<file path="src/design/pvgt_pkg.sv">
// ----------------------------------------------------------------------------
// pvgt_pkg - shared types and constants of the planar velocity goal tracker
// Field widths, register indexes, iteration counts and the sequencer states.
// ----------------------------------------------------------------------------
`default_nettype none

package pvgt_pkg;

  localparam int unsigned POS_W   = 16;  // position fields and goals
  localparam int unsigned SPD_W   = 23;  // max_speed and max_step
  localparam int unsigned GAIN_W  = 24;  // proportional gain
  localparam int unsigned VEL_W   = 24;  // held velocity, signed Q8
  localparam int unsigned MAG_W   = 25;  // raw velocity magnitude
  localparam int unsigned PROD_W  = 2 * MAG_W;
  localparam int unsigned CFG_A_W = 3;
  localparam int unsigned CFG_D_W = 24;
  localparam int unsigned CNT_W   = 5;

  // Iterations of the serial units, one bit or one root digit per cycle.
  localparam logic [CNT_W-1:0] MUL_LAST  = CNT_W'(MAG_W - 1);
  localparam logic [CNT_W-1:0] SQRT_LAST = CNT_W'(MAG_W - 1);
  localparam logic [CNT_W-1:0] DIV_LAST  = CNT_W'(SPD_W - 1);

  // Configuration register indexes.
  localparam logic [CFG_A_W-1:0] REG_GOAL_X    = 3'd0;
  localparam logic [CFG_A_W-1:0] REG_GOAL_Y    = 3'd1;
  localparam logic [CFG_A_W-1:0] REG_MAX_SPEED = 3'd2;
  localparam logic [CFG_A_W-1:0] REG_MARGIN    = 3'd3;
  localparam logic [CFG_A_W-1:0] REG_GAIN      = 3'd4;
  localparam logic [CFG_A_W-1:0] REG_MAX_STEP  = 3'd5;

  typedef enum logic [3:0] {
    ST_IDLE,
    ST_MULX,
    ST_MULY,
    ST_SQX,
    ST_SQY,
    ST_SQRT,
    ST_SCX,
    ST_DVX,
    ST_SCY,
    ST_DVY,
    ST_SLEW,
    ST_DONE
  } pvgt_state_t;

endpackage

`default_nettype wire

</file>
<file path="src/design/planar_velocity_goal_tracker.sv">
// ----------------------------------------------------------------------------
// planar_velocity_goal_tracker - proportional position controller, slew limit
// Turns one measured x,y position into a slew-limited Q8 velocity command.
// ----------------------------------------------------------------------------
// Usage. Each input word on in_* carries one measured position. The block
// compares it with the configured goal, raises the per-axis reached flags,
// forms a proportional velocity, limits it to max_speed (per axis, or by
// vector magnitude when both axes are still moving) and moves the held
// velocity toward that command by at most max_step. One result word per
// input word leaves on out_*.
// All arithmetic runs through one shift-add multiplier, a digit-by-digit
// square root and a restoring divider, driven by one sequencer. Words with
// a single axis or no axis active, or a zero max_speed, take the x and y
// products only; with both axes active the squares and the square root
// follow, and a vector above max_speed is then scaled down by a product and
// a divide per axis. One item is in work at a time.
// Reset (rst_n low, synchronous) clears the configuration registers, state,
// output valid and held velocities. A stalled receiver only holds the last
// result in the output register; the next word is still taken and worked,
// and waits before that register. Registers are to be written through
// cfg_we/cfg_addr/cfg_wdata only while idle; the user must keep to this,
// as the block itself does not enforce it.
// ----------------------------------------------------------------------------
`default_nettype none

module planar_velocity_goal_tracker
  import pvgt_pkg::*;
(
  input  wire logic                clk,
  input  wire logic                rst_n,
  input  wire logic                cfg_we,
  input  wire logic [CFG_A_W-1:0]  cfg_addr,
  input  wire logic [CFG_D_W-1:0]  cfg_wdata,
  input  wire logic                in_tvalid,
  output logic                     in_tready,
  input  wire logic [31:0]         in_tdata,   // pose_x[15:0], pose_y[31:16]
  output logic                     out_tvalid,
  input  wire logic                out_tready,
  // vel_x[23:0], vel_y[47:24], x_reached[48], y_reached[49], zero pad above
  output logic [55:0]              out_tdata
);

  // Configuration registers.
  logic signed [POS_W-1:0] goal_x_r, goal_y_r;
  logic [SPD_W-1:0]        max_speed_r, max_step_r;
  logic [POS_W-1:0]        margin_r;
  logic [GAIN_W-1:0]       gain_r;

  pvgt_state_t state_r, state_nxt;

  // Item state.
  logic                sx_r, sy_r, xr_r, yr_r;
  logic [POS_W-1:0]    aym_r;
  logic [MAG_W-1:0]    vxm_r, vym_r;
  logic [SPD_W-1:0]    cmx_r, cmy_r;
  logic signed [VEL_W-1:0] held_x_r, held_y_r;

  // Shared serial units.
  logic [MAG_W-1:0]    mc_r, mp_r;
  logic [PROD_W-1:0]   acc_r, sum_r, rad_r;
  logic [MAG_W+1:0]    rem_r;
  logic [MAG_W-1:0]    root_r, drem_r;
  logic [SPD_W-1:0]    q_r;
  logic [CNT_W-1:0]    cnt_r;

  logic                out_valid_r;
  logic [55:0]         out_data_r;

  logic accept;
  assign in_tready  = (state_r == ST_IDLE);
  assign accept     = in_tvalid && in_tready;
  assign out_tvalid = out_valid_r;
  assign out_tdata  = out_data_r;

  // Error and reached flags of the incoming word.
  logic signed [POS_W:0] ex, ey, ax17, ay17;
  logic                  xr_in, yr_in;
  always_comb begin
    ex    = {goal_x_r[POS_W-1], goal_x_r} - {in_tdata[15], in_tdata[15:0]};
    ey    = {goal_y_r[POS_W-1], goal_y_r} - {in_tdata[31], in_tdata[31:16]};
    ax17  = ex[POS_W] ? -ex : ex;
    ay17  = ey[POS_W] ? -ey : ey;
    xr_in = ax17 < $signed({1'b0, margin_r});
    yr_in = ay17 < $signed({1'b0, margin_r});
  end

  // Multiplier step: MSB-first shift and add.
  logic [PROD_W-1:0] mul_sum;
  assign mul_sum = {acc_r[PROD_W-2:0], 1'b0} +
                   (mp_r[MAG_W-1] ? {{MAG_W{1'b0}}, mc_r} : '0);

  // Arithmetic shift by 16 of the signed product, seen as a magnitude:
  // a negative product rounds its magnitude up.
  logic        rnd_neg;
  logic [40:0] rnd_sum;
  logic [MAG_W-1:0] vmag;
  assign rnd_neg = (state_r == ST_MULX) ? sx_r : sy_r;
  assign rnd_sum = mul_sum[40:0] + (rnd_neg ? 41'd65535 : 41'd0);
  assign vmag    = rnd_sum[40:16];

  // Square root digit step.
  logic [MAG_W+1:0] remsh, trial;
  logic             sq_ge;
  logic [MAG_W-1:0] root_fin;
  assign remsh    = {rem_r[MAG_W-1:0], rad_r[PROD_W-1:PROD_W-2]};
  assign trial    = {root_r, 2'b01};
  assign sq_ge    = remsh >= trial;
  assign root_fin = {root_r[MAG_W-2:0], sq_ge};

  // Divider step: quotient bits come only from the low SPD_W bits of the
  // product, since the quotient never reaches 2^SPD_W.
  logic [MAG_W:0]  dt, dsub;
  logic            d_ge;
  logic [SPD_W-1:0] q_fin;
  assign dt    = {drem_r, acc_r[SPD_W-1]};
  assign dsub  = dt - {1'b0, root_r};
  assign d_ge  = dt >= {1'b0, root_r};
  assign q_fin = {q_r[SPD_W-2:0], d_ge};

  // Slew toward the command.
  logic signed [VEL_W+1:0] cmdx, cmdy, hix, lox, hiy, loy, newx, newy;
  always_comb begin
    cmdx = sx_r ? -$signed({3'b0, cmx_r}) : $signed({3'b0, cmx_r});
    cmdy = sy_r ? -$signed({3'b0, cmy_r}) : $signed({3'b0, cmy_r});
    hix  = {{2{held_x_r[VEL_W-1]}}, held_x_r} + $signed({3'b0, max_step_r});
    lox  = {{2{held_x_r[VEL_W-1]}}, held_x_r} - $signed({3'b0, max_step_r});
    hiy  = {{2{held_y_r[VEL_W-1]}}, held_y_r} + $signed({3'b0, max_step_r});
    loy  = {{2{held_y_r[VEL_W-1]}}, held_y_r} - $signed({3'b0, max_step_r});
    if (cmdx > hix) newx = hix;
    else if (cmdx < lox) newx = lox;
    else newx = cmdx;
    if (cmdy > hiy) newy = hiy;
    else if (cmdy < loy) newy = loy;
    else newy = cmdy;
  end

  logic out_free;
  assign out_free = !out_valid_r || out_tready;

  logic ms_zero;
  assign ms_zero = (max_speed_r == '0);

  // Next state.
  always_comb begin
    state_nxt = state_r;
    unique case (state_r)
      ST_IDLE: if (accept) state_nxt = ST_MULX;
      ST_MULX: if (cnt_r == MUL_LAST) state_nxt = ST_MULY;
      ST_MULY: begin
        if (cnt_r == MUL_LAST) begin
          state_nxt = (ms_zero || xr_r || yr_r) ? ST_SLEW : ST_SQX;
        end
      end
      ST_SQX: if (cnt_r == MUL_LAST) state_nxt = ST_SQY;
      ST_SQY: if (cnt_r == MUL_LAST) state_nxt = ST_SQRT;
      ST_SQRT: begin
        if (cnt_r == SQRT_LAST) begin
          state_nxt = (root_fin > {2'b0, max_speed_r}) ? ST_SCX : ST_SLEW;
        end
      end
      ST_SCX: if (cnt_r == MUL_LAST) state_nxt = ST_DVX;
      ST_DVX: if (cnt_r == DIV_LAST) state_nxt = ST_SCY;
      ST_SCY: if (cnt_r == MUL_LAST) state_nxt = ST_DVY;
      ST_DVY: if (cnt_r == DIV_LAST) state_nxt = ST_SLEW;
      ST_SLEW: state_nxt = ST_DONE;
      ST_DONE: if (out_free) state_nxt = ST_IDLE;
      default: state_nxt = ST_IDLE;
    endcase
  end

  // Control registers.
  always_ff @(posedge clk) begin
    if (!rst_n) begin
      state_r     <= ST_IDLE;
      out_valid_r <= 1'b0;
      goal_x_r    <= '0;
      goal_y_r    <= '0;
      max_speed_r <= '0;
      margin_r    <= '0;
      gain_r      <= '0;
      max_step_r  <= '0;
      held_x_r    <= '0;
      held_y_r    <= '0;
    end else begin
      state_r <= state_nxt;
      if (cfg_we) begin
        unique case (cfg_addr)
          REG_GOAL_X:    goal_x_r    <= cfg_wdata[POS_W-1:0];
          REG_GOAL_Y:    goal_y_r    <= cfg_wdata[POS_W-1:0];
          REG_MAX_SPEED: max_speed_r <= cfg_wdata[SPD_W-1:0];
          REG_MARGIN:    margin_r    <= cfg_wdata[POS_W-1:0];
          REG_GAIN:      gain_r      <= cfg_wdata[GAIN_W-1:0];
          REG_MAX_STEP:  max_step_r  <= cfg_wdata[SPD_W-1:0];
          default: ;
        endcase
      end
      if (state_r == ST_SLEW) begin
        held_x_r <= newx[VEL_W-1:0];
        held_y_r <= newy[VEL_W-1:0];
      end
      if (state_r == ST_DONE && out_free) begin
        out_valid_r <= 1'b1;
      end else if (out_tready) begin
        out_valid_r <= 1'b0;
      end
    end
  end

  // Datapath registers.
  always_ff @(posedge clk) begin
    cnt_r <= cnt_r + 1'b1;
    case (state_r)
      ST_IDLE: begin
        sx_r  <= ex[POS_W];
        sy_r  <= ey[POS_W];
        xr_r  <= xr_in;
        yr_r  <= yr_in;
        aym_r <= ay17[POS_W-1:0];
        mc_r  <= {1'b0, gain_r};
        mp_r  <= {9'b0, ax17[POS_W-1:0]};
        acc_r <= '0;
        cnt_r <= '0;
      end
      ST_MULX, ST_MULY, ST_SQX, ST_SQY, ST_SCX, ST_SCY: begin
        acc_r <= mul_sum;
        mp_r  <= {mp_r[MAG_W-2:0], 1'b0};
        if (cnt_r == MUL_LAST) begin
          cnt_r <= '0;
          acc_r <= '0;
          case (state_r)
            ST_MULX: begin
              vxm_r <= vmag;
              mc_r  <= {1'b0, gain_r};
              mp_r  <= {9'b0, aym_r};
            end
            ST_MULY: begin
              vym_r <= vmag;
              cmx_r <= '0;
              cmy_r <= '0;
              if (!ms_zero && !xr_r && yr_r) begin
                cmx_r <= (vxm_r > {2'b0, max_speed_r}) ? max_speed_r
                                                       : vxm_r[SPD_W-1:0];
              end else if (!ms_zero && xr_r && !yr_r) begin
                cmy_r <= (vmag > {2'b0, max_speed_r}) ? max_speed_r
                                                      : vmag[SPD_W-1:0];
              end
              mc_r <= vxm_r;
              mp_r <= vxm_r;
            end
            ST_SQX: begin
              sum_r <= mul_sum;
              mc_r  <= vym_r;
              mp_r  <= vym_r;
            end
            ST_SQY: begin
              rad_r  <= sum_r + mul_sum;
              rem_r  <= '0;
              root_r <= '0;
            end
            default: begin
              // Scaling product done: start the divide by the magnitude.
              acc_r  <= mul_sum;
              drem_r <= mul_sum[PROD_W-3:SPD_W];
            end
          endcase
        end
      end
      ST_SQRT: begin
        rad_r  <= {rad_r[PROD_W-3:0], 2'b00};
        rem_r  <= sq_ge ? (remsh - trial) : remsh;
        root_r <= root_fin;
        if (cnt_r == SQRT_LAST) begin
          cnt_r <= '0;
          acc_r <= '0;
          cmx_r <= vxm_r[SPD_W-1:0];
          cmy_r <= vym_r[SPD_W-1:0];
          mc_r  <= {2'b0, max_speed_r};
          mp_r  <= vxm_r;
        end
      end
      ST_DVX, ST_DVY: begin
        drem_r <= d_ge ? dsub[MAG_W-1:0] : dt[MAG_W-1:0];
        q_r    <= q_fin;
        acc_r  <= {acc_r[PROD_W-2:0], 1'b0};
        if (cnt_r == DIV_LAST) begin
          cnt_r <= '0;
          acc_r <= '0;
          if (state_r == ST_DVX) cmx_r <= q_fin;
          else cmy_r <= q_fin;
          mc_r <= {2'b0, max_speed_r};
          mp_r <= vym_r;
        end
      end
      ST_DONE: begin
        if (out_free) begin
          out_data_r <= {6'b0, yr_r, xr_r, held_y_r, held_x_r};
        end
      end
      default: ;
    endcase
  end

endmodule

`default_nettype wire

</file>
<file path="config.mk">
export PLATFORM = sky130hd
export DESIGN_NAME = planar_velocity_goal_tracker
export DESIGN_NICKNAME = d
export VERILOG_FILES = /design/src/design/pvgt_pkg.sv /design/src/design/planar_velocity_goal_tracker.sv
export SDC_FILE = /design/constraint.sdc
export NUM_CORES = 2
export LEC_CHECK = 0
export BUFFER_PORTS_ARGS = -buffer_cell sky130_fd_sc_hd__buf_4
export CAP_MARGIN = 20
export CORE_MARGIN = 4
export CORE_UTILIZATION = 30
export DETAILED_ROUTE_END_ITERATION = 10
export GPL_TIMING_DRIVEN = 0
export HOLD_SLACK_MARGIN = 0.1
export SYNTH_ARGS = -nofsm -noshare
export SYNTH_HDL_FRONTEND = slang
export SYNTH_SLANG_ARGS = --single-unit
</file>
<file path="constraint.sdc">
create_clock -name clk -period 8.38 [get_ports clk]
set_input_delay 0.419 -clock clk [delete_from_list [all_inputs] [get_ports clk]]
set_output_delay 0.419 -clock clk [all_outputs]
set_load 0.02 [all_outputs]
</file>
==> impl_metrics.ini <==
[critical_path]
cp.depth = 30
cp-startpoint = mp_r[24]$_DFFE_PP_
cp-end-kind = flop
ff2ff_path_depth = 30
startpoint_type = flop
cpPeakStageDelay_ps = 560
crit_top_cell = ha_1
slowest_stage = edfxtp_1
crit_arrival_ps = 8610
r2r_end = cmy_r[6]$_DFFE_PP_
worstPathRequired_ps = 8760
crit_path_max_fanout = 10
cp_top_family = simple AND/OR/NAND/NOR gates
crit_path_end = cmy_r[6]$_DFFE_PP_
r2r-start = mp_r[24]$_DFFE_PP_
timing_worst_setup_path_type = reg -> reg
worst-path-buf-inv = 3
reg2reg_slack_ps = 150

[clock_tree]
clk_pin_slew_ps = 60
cts-root-buf = clkbuf_16
cts_buffers = 75
clock_path_buffers = 3
htree_levels = 3
cts_tree = built
cts.sink_count = 638
clk_latency_ps = 700

[floorplanning]
rows = 142
die_y_um = 397.8
die_w_um = 397.8
core_area_um2 = 150500
ios = 122
die_area_um2 = 158300
start_util_pct = 30.29

[grt]
grt_pass1_vias = 37650
grt_pass1_wl_mm = 241.0
gr-usage-all-layers_pct = 19.93
grt_max_degree = 33
antenna_found_initial = 1
overflow = 0

[routing]
ant_nets = 0
dr.first_iter.drc_count = 4013
vias = 40160
first_pass_iters = 9
totalWireLength_mm = 163.8
routedWlPerCell_um = 22.26
vias_per_cell = 5.458
drc = 0

[synthesis]
synth_area_leaders = edfxtp_1 30%, ha_1 13%, dfxtp_1 7.7%
synth.distinct_cells = 94
synthArstFlopShare_pct = 0
ys_seq_elements = 638
syn_area_um2 = 45590
synth-main-ff-cell = edfxtp_1
synth.most_common_cell = nand2_1
avgSynthCellArea_um2 = 9.094
synth_top_area_cell = edfxtp_1
syn_inst = 5013
seq_area_frac_synth_pct = 38.16
synth_edf_count = 462
yosysWarningCount = 0
synthTopCellsByCount = 567 x nand2_1, 486 x a21oi_1, 472 x ha_1
yosysTopAreaCellShare_pct = 30.43

[placement]
hpwl_mm = 127.9
place_area_um2 = 49430
globalplace.congestion = 0.9946
pre_cts_ws_ps = -1239
portBuffers = 114

[layout]
syn2layout_area_growth_pct = 15.61
final_cell_area_um2 = 52700
nets = 5826
fin_util_pct = 35.02
diodes = 0
fill_cells = 15390
drive_gt1_share_pct = 7.301

[timing]
min_period_over_period_pct = 98.15
fmax_mhz = 121.6
fin_crit_ps = 8225
slew_viol_final = 0
maxSlewHeadroom_pct = 15.39
fin_skew_ps = 44.45
finalSetupViolations = 0
tightest_slew_ps = 1260
final-hold-violation-count = 0
worst_slack_ps = 154.8
fin_setup_tns_ps = 0

[min_path]
hold_path_class = in -> reg
min_path_cells = 5

[power]
p_leak_nw = 20.86
cellPowerDensity_nw_per_um2 = 276.6
peakVddDrop_uv = 244.0

[status]
status = complete, no violations

[run]
cap_violations = 0
## report_power, final
part           leakage [nW]  internal (mW)  switching, mW
clock                  1.26           2.03           1.50
sequential             5.89           3.96          0.241
combinational          13.7           2.57           4.28
## per-stage QoR
step	hold WS (ps)	total power, mW	cells
4_1_cts	163.9	14.36	7341
2_1_floorplan	428.1	8.724	5018
3_3_place_gp	443.1	10.61	7148
6_report	210.8	14.58	7358
5_1_grt	231.1	15.45	7358
3_5_place_dp	448.0	10.71	7172
## per-layer routing
| metal | GRT usage, % | part of all wire (%) | routed length [µm] | vias up |
|---|---|---|---|---|
| met5 | 0 | 0 | 0 | - |
| met4 | 7.939 | 4.4 | 7164 | 0 |
| met3 | 2.862 | 6.9 | 11320 | 324 |
| met2 | 30.93 | 44 | 71700 | 1498 |
| met1 | 27.83 | 45 | 73590 | 19390 |
| li1 | - | - | - | 18950 |
## cells in the final DEF (no fill, tap or decap), types with 43 or more instances in the layout
cell / instances
nor2_1: 365
and2_1: 63
a22oi_1: 51
nor2b_1: 58
nor3_1: 73
a211oi_1: 43
a22o_1: 50
ha_1: 471
clkbuf_16: 79
nand3_1: 90
o21a_1: 86
a21oi_1: 482
a21o_1: 135
nand4_1: 63
nand2b_1: 46
edfxtp_1: 462
mux2i_1: 51
o21ai_0: 260
xnor2_1: 204
dfxtp_1: 176
nand2_1: 567
inv_1: 283
clkbuf_1: 199
buf_4: 143
xor2_1: 97
## flip-flops by register name (all words and copies together), names as in the netlist, 24 cells and up
| register | count |
|---|---|
| out_tdata | 50 |
| acc_r | 49 |
| held_y_r | 24 |
| root_r | 25 |
| rad_r | 50 |
| gain_r | 24 |
| rem_r | 25 |
| mp_r | 25 |
| sum_r | 50 |
| held_x_r | 24 |
| vxm_r | 25 |
| mc_r | 25 |
| vym_r | 25 |
| drem_r | 25 |
## worst register-to-register path, delay by kind of cell (launching register included)
kind	cells	cell delay, ps
AND/OR/NAND/NOR	10	2630
XOR/XNOR	1	150
flip-flops	1	560
multiplexers	2	510
AO/OA/AOI/OAI	11	2570
adder cells (fa/ha/maj)	3	980
buffers and inverters	3	530
## cells by family after synthesis
| kind of cell | Yosys count | share of synthesized area (%) |
|---|---|---|
| adders and majority gates | 481 | 13.35 |
| xor gates and xnor gates | 310 | 5.956 |
| buffers and inverters | 506 | 4.249 |
| AOI/OAI and AO/OA | 1494 | 21.27 |
| other | 1 | 0.008226 |
| muxes | 55 | 1.243 |
| and+or+nand+nor | 1528 | 15.76 |
| DFF | 638 | 38.16 |
## worst min path at each step
stage                              startpoint                     endpoint  slack (ps)
detailed placement   margin_r[9]$_SDFFE_PN0P_     margin_r[9]$_SDFFE_PN0P_         450
global placement     margin_r[4]$_SDFFE_PN0P_     margin_r[4]$_SDFFE_PN0P_         440
finish                            cfg_addr[1]  max_speed_r[0]$_SDFFE_PN0P_         210
CTS                               cfg_addr[1]  max_speed_r[0]$_SDFFE_PN0P_         160
floorplan           held_x_r[23]$_SDFFE_PN0P_      out_tdata[23]$_DFFE_PP_         430
global route                      cfg_addr[1]  max_speed_r[0]$_SDFFE_PN0P_         230
## cell type report
cell class,count,area [µm²],share of cell area [%]
timing repair buffer,185,1664,3.158
tap,2016,2522,4.786
multi-input combinational,3875,26590,50.45
buffer,220,878.3,1.667
sequential,638,17400,33.01
clock inverter,47,515.5,0.9781
inverter,286,1074,2.037
clock buffer,91,2066,3.920
## what timing repair did
action,4_1_cts,5_1_grt
hold endpoints to repair,118,0
buffers inserted,5,13
gates cloned,0,2
hold buffers,26,0
pin swaps,1,13
gates resized for setup,14,38
setup endpoints to repair,23,23
(Power assumes the default switching activity.)
